`src/rtl/gdd_pkg.sv`:
```
// Package: widths, constants and month table for the Gregorian date difference block.
`timescale 1ns / 1ps

package gdd_pkg;

   localparam int YEAR_W  = 14;
   localparam int MONTH_W = 4;
   localparam int DAY_W   = 5;
   localparam int SPAN_W  = 22;
   localparam int ORD_W   = 23;
   localparam int DOY_W   = 9;
   localparam int C4_W    = 13;
   localparam int C100_W  = 8;
   localparam int YP_W    = YEAR_W + 1;
   localparam int MUL_W   = 16;
   localparam int PROD_W  = YP_W + MUL_W;
   localparam int DIV100_SHIFT = 22;

   localparam logic [MUL_W-1:0]  DIV100_MUL  = MUL_W'(((1 << DIV100_SHIFT) + 99) / 100);
   localparam logic [YP_W-1:0]   CENT_BIAS   = YP_W'(99);
   localparam logic [YP_W-1:0]   QUAD_BIAS   = YP_W'(3);
   localparam logic [DOY_W-1:0]  DAYS_YEAR   = DOY_W'(365);
   localparam logic [6:0]        CENT_YEARS  = 7'd100;
   localparam logic [MONTH_W-1:0] MONTH_JAN  = MONTH_W'(1);
   localparam logic [MONTH_W-1:0] MONTH_DEC  = MONTH_W'(12);
   localparam logic [MONTH_W-1:0] IDX_MAR    = MONTH_W'(2);
   localparam logic [MONTH_W-1:0] IDX_FULL   = MONTH_W'(12);
   localparam logic [SPAN_W-1:0] SPAN_MAX    = '1;

   localparam int PIPE_DEPTH = 4;

   // month field to table index: zero acts as January, past December is the full year
   function automatic logic [MONTH_W-1:0] month_index(input logic [MONTH_W-1:0] m);
      logic [MONTH_W-1:0] idx;
      if (m == '0) begin
         idx = '0;
      end else if (m > MONTH_DEC) begin
         idx = IDX_FULL;
      end else begin
         idx = m - MONTH_JAN;
      end
      return idx;
   endfunction

   function automatic logic [DOY_W-1:0] cum_days(input logic [MONTH_W-1:0] idx);
      logic [DOY_W-1:0] v;
      unique case (idx)
         4'd0:    v = 9'd0;
         4'd1:    v = 9'd31;
         4'd2:    v = 9'd59;
         4'd3:    v = 9'd90;
         4'd4:    v = 9'd120;
         4'd5:    v = 9'd151;
         4'd6:    v = 9'd181;
         4'd7:    v = 9'd212;
         4'd8:    v = 9'd243;
         4'd9:    v = 9'd273;
         4'd10:   v = 9'd304;
         4'd11:   v = 9'd334;
         default: v = 9'd365;
      endcase
      return v;
   endfunction

endpackage

```
`src/rtl/gregorian_date_difference.sv`:
```
// Top level: two ordinal pipelines, then absolute difference with saturation.
// rsp_valid rises once the taken pair has passed the ordinal and span registers.
// Throughput: one date pair per cycle while busy is low; only reset raises busy.
// Each date runs through a 3-stage ordinal pipeline; a fourth stage forms the span.
// Reset: synchronous, active high; clears the valid chain, dropping any word in
// flight, and sets busy, which clears at the first clock with reset low.
`timescale 1ns / 1ps

module gregorian_date_difference
   import gdd_pkg::*;
(
   input  logic               clock,
   input  logic               reset,
   input  logic               start,
   output logic               busy,
   input  logic [YEAR_W-1:0]  req_first_year,
   input  logic [MONTH_W-1:0] req_first_month,
   input  logic [DAY_W-1:0]   req_first_day,
   input  logic [YEAR_W-1:0]  req_second_year,
   input  logic [MONTH_W-1:0] req_second_month,
   input  logic [DAY_W-1:0]   req_second_day,
   output logic               rsp_valid,
   output logic [SPAN_W-1:0]  rsp_day_span
);

   logic [ORD_W-1:0]      ord_a, ord_b, diff;
   logic [PIPE_DEPTH-1:0] valid_ff, valid_in;
   logic [SPAN_W-1:0]     span_ff, span_in;
   logic                  busy_ff;

   gdd_ordinal u_ord_a (
      .clock   (clock),
      .year    (req_first_year),
      .month   (req_first_month),
      .day     (req_first_day),
      .ordinal (ord_a)
   );

   gdd_ordinal u_ord_b (
      .clock   (clock),
      .year    (req_second_year),
      .month   (req_second_month),
      .day     (req_second_day),
      .ordinal (ord_b)
   );

   always_comb begin
      diff     = (ord_a > ord_b) ? (ord_a - ord_b) : (ord_b - ord_a);
      span_in  = (diff > ORD_W'(SPAN_MAX)) ? SPAN_MAX : diff[SPAN_W-1:0];
      valid_in = {valid_ff[PIPE_DEPTH-2:0], start && !busy_ff};
   end

   always_ff @(posedge clock) begin
      if (reset) begin
         valid_ff <= '0;
         busy_ff  <= 1'b1;
      end else begin
         valid_ff <= valid_in;
         busy_ff  <= 1'b0;
      end
   end

   always_ff @(posedge clock) begin
      span_ff <= span_in;
   end

   assign busy         = busy_ff;
   assign rsp_valid    = valid_ff[PIPE_DEPTH-1];
   assign rsp_day_span = span_ff;

endmodule

```
`src/rtl/gdd_ordinal.sv`:
```
// Three-stage pipeline that turns one date into its ordinal day count.
`timescale 1ns / 1ps

module gdd_ordinal
   import gdd_pkg::*;
(
   input  logic               clock,
   input  logic [YEAR_W-1:0]  year,
   input  logic [MONTH_W-1:0] month,
   input  logic [DAY_W-1:0]   day,
   output logic [ORD_W-1:0]   ordinal
);

   // stage 1
   logic [YEAR_W-1:0] year1_ff;
   logic [DOY_W-1:0]  doy1_ff, doy1_in;
   logic              late1_ff, late1_in;
   logic [PROD_W-1:0] prod1_ff, prod1_in;
   logic [MONTH_W-1:0] idx;

   // stage 2
   logic [YEAR_W-1:0] year2_ff;
   logic [DOY_W-1:0]  doy2_ff;
   logic              late2_ff;
   logic [C100_W-1:0] c100_2_ff, c100_2_in;
   logic [ORD_W-1:0]  y365_2_ff, y365_2_in;
   logic [C4_W-1:0]   c4_2_ff, c4_2_in;

   // stage 3
   logic [ORD_W-1:0]  ord3_ff, ord3_in;
   logic [C100_W+6:0] cent_back;
   logic [C100_W-1:0] c400;
   logic              div100, leap;
   logic [YP_W-1:0]   year_q;

   always_comb begin
      idx      = month_index(month);
      doy1_in  = cum_days(idx) + DOY_W'(day);
      late1_in = (idx >= IDX_MAR);
      prod1_in = PROD_W'(YP_W'(year) + CENT_BIAS) * PROD_W'(DIV100_MUL);
   end

   always_comb begin
      c100_2_in = prod1_ff[DIV100_SHIFT +: C100_W];
      y365_2_in = ORD_W'(year1_ff) * ORD_W'(DAYS_YEAR);
      year_q    = YP_W'(year1_ff) + QUAD_BIAS;
      c4_2_in   = year_q[YP_W-1:2];
   end

   always_comb begin
      cent_back = (C100_W+7)'(c100_2_ff) * (C100_W+7)'(CENT_YEARS);
      div100    = (cent_back == (C100_W+7)'(year2_ff));
      leap      = (year2_ff[1:0] == 2'b00) && (!div100 || (c100_2_ff[1:0] == 2'b00));
      c400      = C100_W'((C100_W+1)'(c100_2_ff) + (C100_W+1)'(3) >> 2);
      ord3_in   = y365_2_ff + ORD_W'(c4_2_ff) - ORD_W'(c100_2_ff) + ORD_W'(c400)
                  + ORD_W'(doy2_ff) + ORD_W'(late2_ff && leap);
   end

   always_ff @(posedge clock) begin
      year1_ff  <= year;
      doy1_ff   <= doy1_in;
      late1_ff  <= late1_in;
      prod1_ff  <= prod1_in;
      year2_ff  <= year1_ff;
      doy2_ff   <= doy1_ff;
      late2_ff  <= late1_ff;
      c100_2_ff <= c100_2_in;
      y365_2_ff <= y365_2_in;
      c4_2_ff   <= c4_2_in;
      ord3_ff   <= ord3_in;
   end

   assign ordinal = ord3_ff;

endmodule

```
`config.mk`:
```
export PLATFORM = sky130hd
export DESIGN_NAME = gregorian_date_difference
export DESIGN_NICKNAME = d
export VERILOG_FILES = /design/src/rtl/gdd_pkg.sv /design/src/rtl/gregorian_date_difference.sv /design/src/rtl/gdd_ordinal.sv
export SDC_FILE = /design/constraint.sdc
export NUM_CORES = 1
export LEC_CHECK = 0
export BUFFER_PORTS_ARGS = -buffer_cell sky130_fd_sc_hd__buf_2
export CAP_MARGIN = 25
export CORE_UTILIZATION = 60
export DETAILED_ROUTE_END_ITERATION = 10
export GPL_TIMING_DRIVEN = 0
export PLACE_DENSITY = 0.84
export SYNTH_ARGS = -nofsm -noshare
export SYNTH_HDL_FRONTEND = slang
export SYNTH_SLANG_ARGS = --single-unit
```
`constraint.sdc`:
```
create_clock -name clock -period 8.9 [get_ports clock]
set_input_delay 1.78 -clock clock [delete_from_list [all_inputs] [get_ports clock]]
set_output_delay 1.78 -clock clock [all_outputs]
set_load 0.02 [all_outputs]
```
# After elaboration in Yosys (flattened, before gate mapping)
# Memory sizes are Yosys's and may differ from the RTL's.
# Cells that the tools add are included.
[op_classes] mux=6 magnitude_cmp=6 n_eq_ne=2 multipliers=6 n_addsub=22 reduce_logical=16
[ops] cell="$mul 15x13->27 const B" n=2
[ops] cell="$add 23x1->23" n=2
[ops] cell="$add 23x13->23" n=2
[ops] cell="$add 23x7->23" n=2
[ops] cell="$add 23x9->23" n=2
[ops] cell="$mul 14x9->23 const B" n=2
[ops] cell="$sub 23x23->23" n=2
[ops] cell="$sub 23x8->23" n=2
[ops] cell="$add 14x2->15 const B" n=2
[ops] cell="$add 14x7->15 const B" n=2
[ops] cell="$eq 15x14->1" n=2
[ops] cell="$mul 8x5->13 const B" n=2
[ops] cell="$gt 23x22->1 const B" n=1
[ops] cell="$gt 23x23->1" n=1
[ops] cell="$mux 23" n=1
[ops] cell="$add 8x2->9 const B" n=2
[ops] cell="$add 9x5->9" n=2
[ops] cell="$mux 4" n=4
[ops] cell="$ge 4x2->1 const B" n=2
[ops] cell="$gt 4x4->1 const B" n=2
[ops] cell="$logic_not 2->1" n=4
[ops] cell="$logic_not 4->1" n=2
[ops] cell="$sub 4x1->4 const B" n=2
[ops] cell="$logic_and 1x1->1" n=5
[ops] cell="other kinds (3)" n=6
[word_totals] rom_bits=288 reg_bits=311 memories=2 in_bits=49
[memory_table] memory="(name not given)" words=16 word_bits=9 rd=1 rd_ports_with_merged_regs=0 write_ports=0 line="gdd_pkg.sv:47" text="unique case (idx)"
[memory_table] memory="(name not given)" words=16 word_bits=9 rd=1 rd_ports_with_merged_regs=0 write_ports=0 line="gdd_pkg.sv:47"

# Longest topological paths before layout
[depth] depth_word=7 depth_mapped=29

# Hierarchy
# A second synthesis with hierarchy kept.
[unflattened] hier_cells=2932 hier_area_um2=27780.4
[modules_own_cells] module="gdd_ordinal at u_ord_b" seq_area_each_um2=2422.3 cells_per_inst=1249 n_inst=1 area_each_um2=12236.7
[modules_own_cells] module="gdd_ordinal at u_ord_a" seq_area_each_um2=2422.3 cells_per_inst=1237 n_inst=1 area_each_um2=12184.2
[modules_own_cells] module="gregorian_date_difference" seq_area_each_um2=540.5 cells_per_inst=446 n_inst=1 area_each_um2=3359.5

# Worst setup path after synthesis
# OpenSTA, ideal clock, no wires.
[synth_timing] path_kind="input port to flip-flop" from="input req_second_year[0]" to="register u_ord_b.prod1_ff[29]" path_stages=24 t_required_ns=8.772 path_slack_ns=1.475 n_path_buf=0 arrival_ns=7.297 cell_sequence="inv_1 ha_1 nor2_1 nor3_1 nor2b_1 and3_1 xor2_1 ha_1 fa_1 inv_1 fa_1 inv_1 fa_1 fa_1 ha_1 a21o_1 a21oi_1 o311a_1 o21ai_0 nand2_1 o21ai_0 o41ai_1 mux2i_1 nand4_1"
[synth_via] elab_chain_cells=2
[synth_lines] element="start, declared" line="gregorian_date_difference.sv:19" text="input logic [YEAR_W-1:0] req_second_year,"
[synth_lines] element="$add 14x7->15" line="gdd_ordinal.sv:40" text="prod1_in = PROD_W'(YP_W'(year) + CENT_BIAS) * PROD_W'(DIV100_MUL);"
[synth_lines] element="$mul 15x13->27" line="gdd_ordinal.sv:40"
[synth_lines] element="via u_ord_b.prod1_in[29]" line="gdd_ordinal.sv:18" text="logic [PROD_W-1:0] prod1_ff, prod1_in;"
[synth_lines] element="end signal, assigned" line="gdd_ordinal.sv:63" text="prod1_ff <= prod1_in;"
[synth_lines] element="end, declared" line="gdd_ordinal.sv:18"
# The timed path passes the listed nets, and every way through them passes these cells.
# A chain may end at the register's enable or synchronous reset.

# Final worst setup path
# Ends and elaborated chain as after synthesis.

==> results.yml <==
outcome:
  status: "completed"
timing:
  rsz0062_at_grt: "false"
  slew_headroom: 0.434
  finalSetupViolations: 0
  fin_crit_sh: 0.931
  finalHoldViolations: 0
  tightestPinTransition_ns: 0.847
  postLayoutSetupSlackWorst_ns: 0.611
  skew_ns: 0.0120
  finalSetupTns_ns: 0
  clock.fmax_mhz: 121
  maxSlewViolCount: 0
  fin_crit_ns: 8.29
floorplan:
  die_w_microns: 213
  die-area_sq_um: 45500
  start_util: 0.607
  ioPinCount: 73
  die_h_microns: 213
  core-area_sq_um: 44100
  rows: 77
setup_path:
  rrSetupSlack_ns: 2.11
  cp_num_buf_inv: 4
  cp_top_family: "adder cells"
  rr_startpoint: "u_ord_b.c100_2_ff[1]$_DFF_P_"
  arrival_ns: 8.73
  r2r_cells: 28
  worstSetupEndpointType: "register"
  crit_fanout: 5
  path_class: "in2reg"
  crit_slowest_cell: "o41ai_1"
  r2r_end: "u_ord_b.ordinal[21]$_DFF_P_"
  max_stage_delay_ns: 0.63
  start_kind: "input pin"
  critPathMostFrequentCell: "fa_1"
  critPathRequiredTime_ns: 9.34
placed_design:
  place_congestion: 0.907
  port_buffers: 71
  dp.cells: 3407
  place_ws_ns: 0.0879
  hpwl_microns: 46700
cells_and_area:
  area_delta_synth_final_pct: 7.84
  drive_gt1_frac: 0.0547
  final_nets: 3709
  multi_input_area_sq_um: 19100
  final_util: 0.654
  final_cells: 3460
  fillerInstances: 3363
  seqCellArea_sq_um: 5390
  diodes: 0
clock_tree:
  cts_tree: "done"
  path_clk_slew_ns: 0.06
  numClockSinks: 269
  root_buffer: "clkbuf_16"
  cts_buffer_depth: 3
  cts_made_buffers: 29
  post-cts-setup-buffers: 0
  ctsHoldBuffers: 0
  clock_latency_ns: 0.56
  htree_levels: 1
  post_cts_resized: 0
drt:
  ant_nets: 0
  first_pass_iters: 5
  met1Wirelength_microns: 23600
  wl_met2_microns: 28500
  drt-total-wl_microns: 56000
  drc: 0
  first_iter_violations: 721
  viasPerCell: 5.42
  top_layer: "met5"
  wl_met3_microns: 2240
  wl_per_cell_microns: 16.2
  vias: 18700
global_route:
  grt_antenna_before_repair: 1
  gr-total-overflow: 0
  grt_pass1_vias: 20200
  grt_first_pass_wirelength_microns: 94800
  grt_max_degree: 16
  grt.total_usage: 0.258
synth:
  yosys.area_share.xor_xnor: 0.0743
  netlist_instances: 2744
  syn_nets: 3606
  synth-compound-area-share: 0.0905
  synth_top_family_by_area: "adder cells"
  seq_area_frac_synth: 0.201
  yosysWarningCount: 0
  synth-simple-area-share: 0.0758
  synth-seq-cells: 269
  yosysUniqueCellTypes: 69
  synth_edf_count: 0
  synth_ff_type: "dfxtp_1"
  synthMuxAreaShare: 0.0139
  synth_area_sq_um: 26800
  synth-async-reset-ratio: 0
  yosys.area_share.adder: 0.459
  synth.avg_cell_area_sq_um: 9.76
min_path:
  holdPathStages: 0
  hold_end: "u_ord_b.doy2_ff[3]$_DFF_P_"
  hp-class: "reg2reg"
  min_from: "u_ord_b.doy1_ff[3]$_DFF_P_"
run:
  maxCapViolations: 0
-- registers in the layout, indices dropped and copies added (netlist names), 9 cells and up --
register	cells
rsp_day_span	22
u_ord_a.c4_2_ff	13
u_ord_a.doy1_ff	9
u_ord_a.doy2_ff	9
u_ord_a.ordinal	23
u_ord_a.y365_2_ff	21
u_ord_a.year1_ff	14
u_ord_a.year2_ff	14
u_ord_b.c4_2_ff	13
u_ord_b.doy1_ff	9
u_ord_b.doy2_ff	9
u_ord_b.ordinal	23
u_ord_b.y365_2_ff	21
u_ord_b.year1_ff	14
u_ord_b.year2_ff	14
-- synthesized netlist by cell type (all sizes together) (16+ instances only) --
library cell,instances,share of area
mux2i,27,0.010
nand2b,17,0.0040
a21o,64,0.018
a211oi,16,0.0045
o21bai,17,0.0048
nand2,110,0.016
xor2,56,0.018
xnor2,171,0.056
nand3,33,0.0062
o21ai,69,0.013
a21oi,104,0.020
inv,579,0.081
nor2,129,0.018
ha,532,0.25
and3,23,0.0054
nor3,39,0.0073
nor2b,31,0.0072
dfxtp,269,0.20
fa,281,0.21
-- final cells by class --
type                    count  area share
multi-input cells        1874       0.661
flip-flops and latches    269       0.187
inverters                 579      0.0753
clock buffers              38      0.0277
well taps                 592      0.0257
repair buffers             72      0.0126
clock inverters            14     0.00676
plain buffers              22     0.00416
-- logic make-up after synthesis --
group | after synthesis
AND/OR/NAND/NOR | 429
flip-flops | 269
AO/OA/AOI/OAI | 369
multiplexers | 36
buffers and inverters | 601
adder cells (fa/ha/maj) | 813
XOR/XNOR | 227
-- cells in the final DEF, fill, tap and decap left out, types with 31 or more instances in the layout --
cell type,Yosys,routed
xor2_1,56,56
ha_1,532,532
a21oi_1,100,100
nor2_1,128,128
buf_2,6,77
nand2_1,109,109
inv_1,579,579
a21o_1,64,64
xnor2_1,171,171
fa_1,281,281
nand3_1,33,33
nor2b_1,31,31
dfxtp_1,269,269
nor3_1,39,39
o21ai_0,62,62
-- per-layer routing --
metal / up-vias / global-route usage
li1: 9098 / -
met1: 9158 / 0.313
met2: 371 / 0.472
met3: 116 / 0.0353
met4: 2 / 0.0736
met5: - / 0
-- worst max path at each step --
| stage | from | end | slack (ns) | cells past startpoint |
|---|---|---|---|---|
| after floorplan | req_second_year[0] | u_ord_b.prod1_ff[29]$_DFF_P_ | 1.47 | 24 |
| after detailed placement | req_second_year[0] | u_ord_b.prod1_ff[29]$_DFF_P_ | 0.09 | 25 |
| after CTS | req_second_year[0] | u_ord_b.prod1_ff[29]$_DFF_P_ | 0.67 | 25 |
| final | req_second_year[0] | u_ord_b.prod1_ff[29]$_DFF_P_ | 0.61 | 25 |
| after global routing | req_second_year[0] | u_ord_b.prod1_ff[29]$_DFF_P_ | 0.24 | 26 |
| after global placement | req_second_year[0] | u_ord_b.prod1_ff[29]$_DFF_P_ | 0.28 | 25 |
-- worst register-to-register path: cells and delay by family, from the launching register on --
family / cells / cell delay, ns
AO/OA/AOI/OAI: 14 / 2.88
adder cells (fa/ha/maj): 7 / 2.43
AND/OR/NAND/NOR: 3 / 0.53
flip-flops: 1 / 0.43
XOR/XNOR: 2 / 0.32
buffers and inverters: 2 / 0.17
-- per-stage QoR --
step                hold WS (ns)  area [sq um]
floorplan                  0.310         26800
CTS                        0.326         28900
global route               0.331         28900
finish                     0.324         28900
detailed placement         0.312         27900
global placement           0.312         27900
Power is not shown: default switching activity piles up to over one toggle a cycle in this logic, so the estimate is an artifact.
